[config.mk]
export PLATFORM = sky130hd
export DESIGN_NAME = tga_rle_pixel_decoder_core
export DESIGN_NICKNAME = d
export VERILOG_FILES = /design/src/rtl/core/tgarle_pkg.sv /design/src/rtl/core/tgarle_fifo.sv /design/src/rtl/core/tgarle_front.sv /design/src/rtl/core/tgarle_back.sv /design/src/rtl/core/tga_rle_pixel_decoder_core.sv
export SDC_FILE = /design/constraint.sdc
export NUM_CORES = 1
export LEC_CHECK = 0
export BUFFER_PORTS_ARGS = -buffer_cell sky130_fd_sc_hd__buf_2
export CORE_ASPECT_RATIO = 1.2
export CORE_UTILIZATION = 49
export DETAILED_ROUTE_END_ITERATION = 7
export HOLD_SLACK_MARGIN = 0.12
export PLACE_DENSITY = 0.72
export SKIP_LAST_GASP = 1
export SYNTH_ARGS = -nofsm -noshare
export SYNTH_HDL_FRONTEND = slang
export SYNTH_HIERARCHICAL = 1
export SYNTH_SLANG_ARGS = --single-unit
[constraint.sdc]
create_clock -name clk_i -period 9.8 [get_ports clk_i]
set_input_delay 0.98 -clock clk_i [delete_from_list [all_inputs] [get_ports clk_i]]
set_output_delay 0.98 -clock clk_i [all_outputs]
set_load 0.05 [all_outputs]
[src/rtl/core/tgarle_pkg.sv]
package tgarle_pkg;

  localparam int unsigned PixelW          = 32;
  localparam int unsigned CountW          = 8;
  localparam int unsigned TotalW          = 32;
  localparam int unsigned PixelsPerResult = 2;
  localparam int unsigned CfgIdxW         = 2;
  localparam int unsigned CfgDataW        = 32;

  typedef enum logic [CfgIdxW-1:0] {
    CFG_COMPRESSED = 2'd0,
    CFG_FOUR_BYTE  = 2'd1,
    CFG_TOTAL      = 2'd2
  } cfg_idx_e;

  typedef struct packed {
    logic              compressed_mode;
    logic              four_byte_pixels;
    logic [TotalW-1:0] total_pixels;
  } cfg_t;

  // One decoded pixel repeated cnt times; last_pix marks the final image pixel.
  typedef struct packed {
    logic [PixelW-1:0] px;
    logic [CountW-1:0] cnt;
    logic              last_pix;
  } job_t;

endpackage

[src/rtl/core/tgarle_fifo.sv]
module tgarle_fifo #(
  parameter int unsigned Width = 41,
  parameter int unsigned Depth = 4
) (
  input  logic             clk_i,
  input  logic             rst_ni,
  input  logic             push_i,
  input  logic [Width-1:0] wdata_i,
  output logic             full_o,
  input  logic             pop_i,
  output logic [Width-1:0] rdata_o,
  output logic             empty_o
);

  localparam int unsigned AW = (Depth > 1) ? $clog2(Depth) : 1;
  localparam int unsigned CW = $clog2(Depth + 1);

  logic [Width-1:0] mem_q [Depth];
  logic [AW-1:0]    wr_ptr_q, wr_ptr_d, rd_ptr_q, rd_ptr_d;
  logic [CW-1:0]    cnt_q, cnt_d;
  logic             do_push, do_pop;

  assign full_o  = (cnt_q == CW'(Depth));
  assign empty_o = (cnt_q == '0);
  assign do_push = push_i && !full_o;
  assign do_pop  = pop_i && !empty_o;
  assign rdata_o = mem_q[rd_ptr_q];

  always_comb begin
    wr_ptr_d = wr_ptr_q;
    rd_ptr_d = rd_ptr_q;
    cnt_d    = cnt_q;
    if (do_push) begin
      wr_ptr_d = (wr_ptr_q == AW'(Depth - 1)) ? '0 : wr_ptr_q + AW'(1);
    end
    if (do_pop) begin
      rd_ptr_d = (rd_ptr_q == AW'(Depth - 1)) ? '0 : rd_ptr_q + AW'(1);
    end
    if (do_push && !do_pop) begin
      cnt_d = cnt_q + CW'(1);
    end else if (do_pop && !do_push) begin
      cnt_d = cnt_q - CW'(1);
    end
  end

  always_ff @(posedge clk_i or negedge rst_ni) begin
    if (!rst_ni) begin
      wr_ptr_q <= '0;
      rd_ptr_q <= '0;
      cnt_q    <= '0;
    end else begin
      wr_ptr_q <= wr_ptr_d;
      rd_ptr_q <= rd_ptr_d;
      cnt_q    <= cnt_d;
    end
  end

  always_ff @(posedge clk_i) begin
    if (do_push) begin
      mem_q[wr_ptr_q] <= wdata_i;
    end
  end

endmodule

[src/rtl/core/tgarle_front.sv]
module tgarle_front (
  input  logic              clk_i,
  input  logic              rst_ni,
  input  tgarle_pkg::cfg_t  cfg_i,
  input  logic              accept_i,
  input  logic [7:0]        data_byte_i,
  output logic              job_valid_o,
  output tgarle_pkg::job_t  job_o
);
  import tgarle_pkg::*;

  typedef enum logic [1:0] {
    PH_HEADER = 2'd0,
    PH_RUN    = 2'd1,
    PH_RAW    = 2'd2
  } phase_e;

  phase_e            phase_q, phase_d;
  logic [CountW-1:0] remain_q, remain_d;
  logic [1:0]        pos_q, pos_d;
  logic [PixelW-1:0] asm_q, asm_d;
  logic [TotalW-1:0] done_q, done_d;

  logic [1:0]        last_pos;
  logic [PixelW-1:0] asm_new;
  logic              complete;
  logic              finished;
  logic [CountW-1:0] n_raw, n_clip;
  logic [TotalW-1:0] left;
  logic              clip;

  assign last_pos = cfg_i.four_byte_pixels ? 2'd3 : 2'd2;
  assign asm_new  = asm_q | ({24'b0, data_byte_i} << {pos_q, 3'b000});
  assign complete = (pos_q >= last_pos);
  assign finished = (done_q >= cfg_i.total_pixels);
  assign left     = cfg_i.total_pixels - done_q;

  always_comb begin
    phase_d  = phase_q;
    remain_d = remain_q;
    pos_d    = pos_q;
    asm_d    = asm_q;
    n_raw    = '0;
    if (accept_i && !finished) begin
      // byte gathering, shared by every pixel-data path
      if (!cfg_i.compressed_mode || phase_q == PH_RUN || phase_q == PH_RAW) begin
        if (complete) begin
          pos_d = '0;
          asm_d = '0;
        end else begin
          pos_d = pos_q + 2'd1;
          asm_d = asm_new;
        end
      end
      if (!cfg_i.compressed_mode) begin
        n_raw = complete ? CountW'(1) : '0;
      end else begin
        case (phase_q)
          PH_RUN: begin
            if (complete) begin
              n_raw    = remain_q;
              remain_d = '0;
              phase_d  = PH_HEADER;
            end
          end
          PH_RAW: begin
            if (complete) begin
              n_raw = CountW'(1);
              if (remain_q <= CountW'(1)) begin
                remain_d = '0;
                phase_d  = PH_HEADER;
              end else begin
                remain_d = remain_q - CountW'(1);
              end
            end
          end
          default: begin
            // packet header; a stray phase code also lands here
            if (data_byte_i[7]) begin
              phase_d  = PH_RUN;
              remain_d = data_byte_i - 8'd127;
            end else begin
              phase_d  = PH_RAW;
              remain_d = data_byte_i + 8'd1;
            end
            pos_d = '0;
            asm_d = '0;
          end
        endcase
      end
    end
  end

  // clip against the pixels still owed to the image
  assign clip        = ({{(TotalW-CountW){1'b0}}, n_raw} >= left);
  assign n_clip      = clip ? left[CountW-1:0] : n_raw;
  assign job_valid_o = (n_clip != '0);
  assign done_d      = !job_valid_o ? done_q :
                       clip ? cfg_i.total_pixels : done_q + TotalW'(n_clip);

  assign job_o.px       = asm_new;
  assign job_o.cnt      = n_clip;
  assign job_o.last_pix = clip;

  always_ff @(posedge clk_i or negedge rst_ni) begin
    if (!rst_ni) begin
      phase_q  <= PH_HEADER;
      remain_q <= '0;
      pos_q    <= '0;
      asm_q    <= '0;
      done_q   <= '0;
    end else begin
      phase_q  <= phase_d;
      remain_q <= remain_d;
      pos_q    <= pos_d;
      asm_q    <= asm_d;
      done_q   <= done_d;
    end
  end

endmodule

[src/rtl/core/tgarle_back.sv]
module tgarle_back (
  input  logic              clk_i,
  input  logic              rst_ni,
  input  logic              job_valid_i,
  input  tgarle_pkg::job_t  job_i,
  output logic              job_take_o,
  output logic              empty_o,
  input  logic              pop_i,
  output logic [31:0]       pixel_first_o,
  output logic [31:0]       pixel_second_o,
  output logic [1:0]        pair_count_o,
  output logic              image_done_o,
  output logic              last_of_item_o
);
  import tgarle_pkg::*;

  localparam logic [CountW-1:0] Ppr = CountW'(PixelsPerResult);

  logic              valid_q, valid_d;
  logic [CountW-1:0] rem_q, rem_d;
  logic [PixelW-1:0] px_q;
  logic              last_pix_q;
  logic              full_pair, final_res, retire;

  assign full_pair  = (rem_q >= Ppr);
  assign final_res  = (rem_q <= Ppr);
  assign retire     = valid_q && pop_i && final_res;
  assign job_take_o = job_valid_i && (!valid_q || retire);

  assign empty_o        = !valid_q;
  assign pixel_first_o  = px_q;
  assign pixel_second_o = full_pair ? px_q : '0;
  assign pair_count_o   = full_pair ? 2'(PixelsPerResult) : 2'd1;
  assign last_of_item_o = final_res;
  assign image_done_o   = final_res && last_pix_q;

  always_comb begin
    valid_d = valid_q;
    rem_d   = rem_q;
    if (job_take_o) begin
      valid_d = 1'b1;
      rem_d   = job_i.cnt;
    end else if (retire) begin
      valid_d = 1'b0;
    end else if (valid_q && pop_i) begin
      rem_d = rem_q - Ppr;
    end
  end

  always_ff @(posedge clk_i or negedge rst_ni) begin
    if (!rst_ni) begin
      valid_q <= 1'b0;
      rem_q   <= '0;
    end else begin
      valid_q <= valid_d;
      rem_q   <= rem_d;
    end
  end

  always_ff @(posedge clk_i) begin
    if (job_take_o) begin
      px_q       <= job_i.px;
      last_pix_q <= job_i.last_pix;
    end
  end

endmodule

[src/rtl/core/tga_rle_pixel_decoder_core.sv]
// Targa RLE pixel decoder: push the image's pixel-data bytes (after the header)
// one per transaction; pop results carrying up to two copies of a decoded pixel
// (first stream byte in bits 7:0, bits 31:24 zero for 24-bit pixels).
// In compressed mode a header byte >= 128 starts a run of (header - 127) copies
// of the next pixel, a header < 128 starts (header + 1) literal pixels; in raw
// mode bytes are gathered straight into pixels. Output stops at total_pixels;
// the result holding the final pixel has image_done set, and later bytes are
// swallowed without results. last_of_item marks the last result of a byte.
// Rate: one byte per cycle while the job queue has room. A byte that completes
// a pixel queues one job; the back end drains a job of n pixels as ceil(n/2)
// results at one per popped cycle, so a long run (up to 128 pixels, 64
// results) backs up the QUEUE_DEPTH-entry queue and then holds full high.
// Config (cfg_idx_i 0: compressed_mode, 1: four_byte_pixels, 2: total_pixels)
// is for the user to write only while idle (not enforced); index 3 is ignored.
// No clearing pass after reset: the block is ready on the first cycle.
module tga_rle_pixel_decoder_core #(
  parameter int unsigned QUEUE_DEPTH = 4
) (
  input  logic        clk_i,
  input  logic        rst_ni,
  input  logic        cfg_we_i,
  input  logic [1:0]  cfg_idx_i,
  input  logic [31:0] cfg_data_i,
  input  logic        push,
  output logic        full,
  input  logic [7:0]  data_byte_i,
  output logic        empty,
  input  logic        pop,
  output logic [31:0] pixel_first_o,
  output logic [31:0] pixel_second_o,
  output logic [1:0]  pair_count_o,
  output logic        image_done_o,
  output logic        last_of_item_o
);
  import tgarle_pkg::*;

  cfg_t cfg_q;
  logic accept;
  logic job_valid;
  job_t job_in, job_out;
  logic q_full, q_empty, q_take;

  // configuration registers
  always_ff @(posedge clk_i or negedge rst_ni) begin
    if (!rst_ni) begin
      cfg_q.compressed_mode  <= 1'b1;
      cfg_q.four_byte_pixels <= 1'b0;
      cfg_q.total_pixels     <= '0;
    end else if (cfg_we_i) begin
      case (cfg_idx_e'(cfg_idx_i))
        CFG_COMPRESSED: cfg_q.compressed_mode  <= cfg_data_i[0];
        CFG_FOUR_BYTE:  cfg_q.four_byte_pixels <= cfg_data_i[0];
        CFG_TOTAL:      cfg_q.total_pixels     <= cfg_data_i[TotalW-1:0];
        default: ;
      endcase
    end
  end

  // full stays high until the queue can take a job, whatever the byte is
  assign full   = q_full;
  assign accept = push && !q_full;

  // front end: packet parsing, pixel assembly, pixel budget
  tgarle_front u_front (
    .clk_i       (clk_i),
    .rst_ni      (rst_ni),
    .cfg_i       (cfg_q),
    .accept_i    (accept),
    .data_byte_i (data_byte_i),
    .job_valid_o (job_valid),
    .job_o       (job_in)
  );

  // decoupling queue of pixel jobs
  tgarle_fifo #(
    .Width ($bits(job_t)),
    .Depth (QUEUE_DEPTH)
  ) u_queue (
    .clk_i   (clk_i),
    .rst_ni  (rst_ni),
    .push_i  (job_valid),
    .wdata_i (job_in),
    .full_o  (q_full),
    .pop_i   (q_take),
    .rdata_o (job_out),
    .empty_o (q_empty)
  );

  // back end: expands a job into pixel-pair results
  tgarle_back u_back (
    .clk_i          (clk_i),
    .rst_ni         (rst_ni),
    .job_valid_i    (!q_empty),
    .job_i          (job_out),
    .job_take_o     (q_take),
    .empty_o        (empty),
    .pop_i          (pop),
    .pixel_first_o  (pixel_first_o),
    .pixel_second_o (pixel_second_o),
    .pair_count_o   (pair_count_o),
    .image_done_o   (image_done_o),
    .last_of_item_o (last_of_item_o)
  );

endmodule

==> impl_results.md <==
- Mapped cell area: 0.01676 mm^2
- Share of cells above drive strength 1: 19.16%
- Critical path arrival: 9.15 ns
- Initial antenna violation count: 0
- First-pass GRT wire length: 62,180 um
- Largest net degree at the start of global routing: 76
- Final core utilization: 55.75%
- Nets@finish: 1,605
- Clock H-tree levels: 1
- Post-synth top area share: 35.30%
- Largest stage delay, worst path: 0.72 ns
- TritonCTS Buffers: 31
- Post-synth EDFFs: 197
- Row cnt: 73
- Worst VDD drop: 0.1750 mV
- CTS tree: yes
- Worst flop-to-flop path startpoint: cfg_q[0]
- Max-slew violation count: 0
- Area growth from synthesis to layout: 11.22%
- WL/cell: 19.66 um
- Number of global-route vias before repair: 11,470
- Switch Pwr: 0.001495 W
- Setup TNS: 0 ns
- Logic pwr share: 31.9%
- Pwr per Cell Area: 239.3 mW/mm^2
- # Max-Cap Violations: 0
- Peak Freq: 115.2 MHz
- Hold Path Class: reg2reg
- Status: finished with violations
- Slew @ Worst Pin: 0.9818 ns
- Clock root buffer: clkbuf_16
- Initial Util: 50.12%
- DP HPWL: 26,580 um
- Initial detailed-routing violation count: 886
- Yosys cell types: 88
- Setup Crit Path Kind: reg2reg
- Clk pwr share: 26.4%
- Register share of total power: 41.7%
- R2R Setup Slk: 1.12 ns
- RSZ-0062 raised after global routing: no
- Placement Cell Area: 0.01763 mm^2
- Placer congestion estimate: 0.9254
- Worst r2r path cells: 35
- I/O pin cnt: 117
- Most used DFF post-synth: edfxtp_1
- Die height: 204.6 um
- Worst r2r dst: u_front/done_q[17]
- Most frequent cells after synthesis: 197 x edfxtp_1, 125 x dfrtp_1, 98 x a21oi_1, 98 x nand2_1, 90 x inv_1
- DRT Wirelength: 38,720 um
- Failing checks: DRC
- Critical path capture point type: register
- Synth Warn #: 6
- Gr ovfl total: 0
- Core area: 0.03343 mm^2
- Hold_ws: 0.4807 ns
- Drt drc: 2
- CTS resizes: 0
- Internal power: 0.002965 W
- Worst Hold End: u_front/asm_q[26]
- Syn avg cell area: 11.99 um^2
- DR vias/cell: 5.826
- Postcts setup bufs: 0
- Inserted Diodes: 0
- CP max FO: 35
- Final min period: 8.684 ns
- Post-route cell area: 0.01864 mm^2
- Die area: 0.03494 mm^2
- Syn Inst Count: 1,398
- Final setup fails: 0
- # hold bufs at CTS: 0
- Clock Skew: 0.03566 ns
- Post-synth top area cell: edfxtp_1
- Worst EP required: 10.26 ns
- Seq. cell area: 0.009071 mm^2
- Slowest-stage cell, CP: inv_2
- Fillcell total: 2,802
- Hold Startpoint: u_front/asm_q[26]
- Fin. Hold Viols: 0
- Clk sinks: 323
- Multi-input gate area: 0.006972 mm^2
- Clk buf depth: 3
- Seq/Total Area, Yosys: 54.13%
- Largest cells by area after synthesis: edfxtp_1 35%, dfrtp_1 19%, mux4_2 5.5%
- GRT Total Usage: 22.79%
- Reg clk slew, reported paths: 0.06 ns
- Die W: 170.8 um
- ANT nets after route: 0
- Drt first pass iters: 8
- Asr flop ratio synth: 39.01%
- P_leak: 7.581 nW
- Hold depth: 2
- Most common cell in the netlist: edfxtp_1
- PortBufs: 116
- Vias: 11,470
- FF+latch count, synth: 323
- Rel. slew slack: 34.54%
- CP Launch Type: register
- Crit share post-route: 88.61%
- Post-synth net total: 1,509
- Clock insertion delay at the later pin of the skew report: 0.59 ns
- Switching part of the total: 33.52%
## kinds of logic after synthesis
kind of cell | Yosys count | synth area share (%)
mux | 86 | 9.237
simple gates | 391 | 12.18
buf+inv | 158 | 4.353
compound gates | 345 | 13.57
flops | 323 | 54.13
xor+xnor | 31 | 1.620
fa+ha+maj | 64 | 4.913
## flip-flops by register name, summed over array words and instances, names as in the netlist
| register | flops |
|---|---|
| u_queue/mem_q | 164 |
| u_front/done_q | 32 |
| u_queue/wr_ptr_q | 2 |
| u_queue/cnt_q | 3 |
| u_back/rem_q | 8 |
| u_back/last_pix_q | 1 |
| u_queue/rd_ptr_q | 2 |
| u_front/pos_q | 2 |
| u_front/phase_q | 2 |
| u_front/remain_q | 8 |
| u_back/valid_q | 1 |
| u_back/pixel_first_o | 32 |
| u_front/asm_q | 32 |
| cfg_q | 34 |
## through the flow
stage / power, W / cells / setup WS [ns]
6_report: 0.004460 / 1969 / 1.116
5_1_grt: 0.004714 / 1969 / 0.2577
4_1_cts: 0.004488 / 1969 / 1.272
3_5_place_dp: 0.003301 / 1911 / 1.293
3_3_place_gp: 0.003260 / 1911 / 1.577
2_1_floorplan: 0.002941 / 1398 / 2.931
## metal layers
| layer | up-vias | GRT usage [%] | wire [um] |
|---|---|---|---|
| li1 | 5385 | - | - |
| met1 | 5663 | 28.47 | 15810 |
| met2 | 341 | 40.99 | 19940 |
| met3 | 82 | 2.222 | 1682 |
| met4 | 0 | 8.068 | 1286 |
| met5 | - | 0 | 0 |
## worst max-delay path: cells and delay by family (launching register included)
kind / cells / cell delay [ns]
simple gates: 8 / 2.34
flops: 1 / 0.39
buf+inv: 4 / 1.18
compound gates: 19 / 3.53
fa+ha+maj: 4 / 1.12
## power by group through the flow
stage	combinational [W]	clock, W	sequential, W
2_1_floorplan	0.00109	0	0.00185
3_3_place_gp	0.00138	0	0.00188
3_5_place_dp	0.00142	0	0.00188
4_1_cts	0.00143	0.00120	0.00186
5_1_grt	0.00157	0.00126	0.00188
6_report	0.00142	0.00118	0.00186
## cells in the final DEF (no fill, tap or decap), drive strengths merged, types with 20 or more instances in the layout
master / instances
edfxtp: 197
buf: 129
dfrtp: 125
nand2: 98
a21oi: 98
inv: 94
o21ai: 89
nor2: 75
ha: 61
and2: 52
clkbuf: 42
mux4: 41
mux2: 40
nand3: 34
nor3: 32
a21o: 24
nand4: 20
## area by class of cell
| type | count | share of cell area, % |
|---|---|---|
| multi-input cells | 917 | 37.41 |
| flip-flops and latches | 323 | 48.67 |
| inverters | 92 | 1.853 |
| clock inverters | 16 | 0.8996 |
| clock buffers | 42 | 4.491 |
| repair buffers | 129 | 3.652 |
| well taps | 450 | 3.021 |
## worst max-delay path by stage
stage                  startpoint  slack (ns)                  to
5_1_grt                  cfg_q[0]        0.26  u_front/done_q[18]
3_3_place_gp             cfg_q[0]        1.58  u_front/done_q[18]
4_1_cts                  cfg_q[0]        1.27  u_front/done_q[17]
2_1_floorplan  u_front/done_q[10]        2.93  u_front/done_q[30]
3_5_place_dp             cfg_q[0]        1.29  u_front/done_q[17]
6_report                 cfg_q[0]        1.12  u_front/done_q[17]
Power figures use the tool's default switching activity.
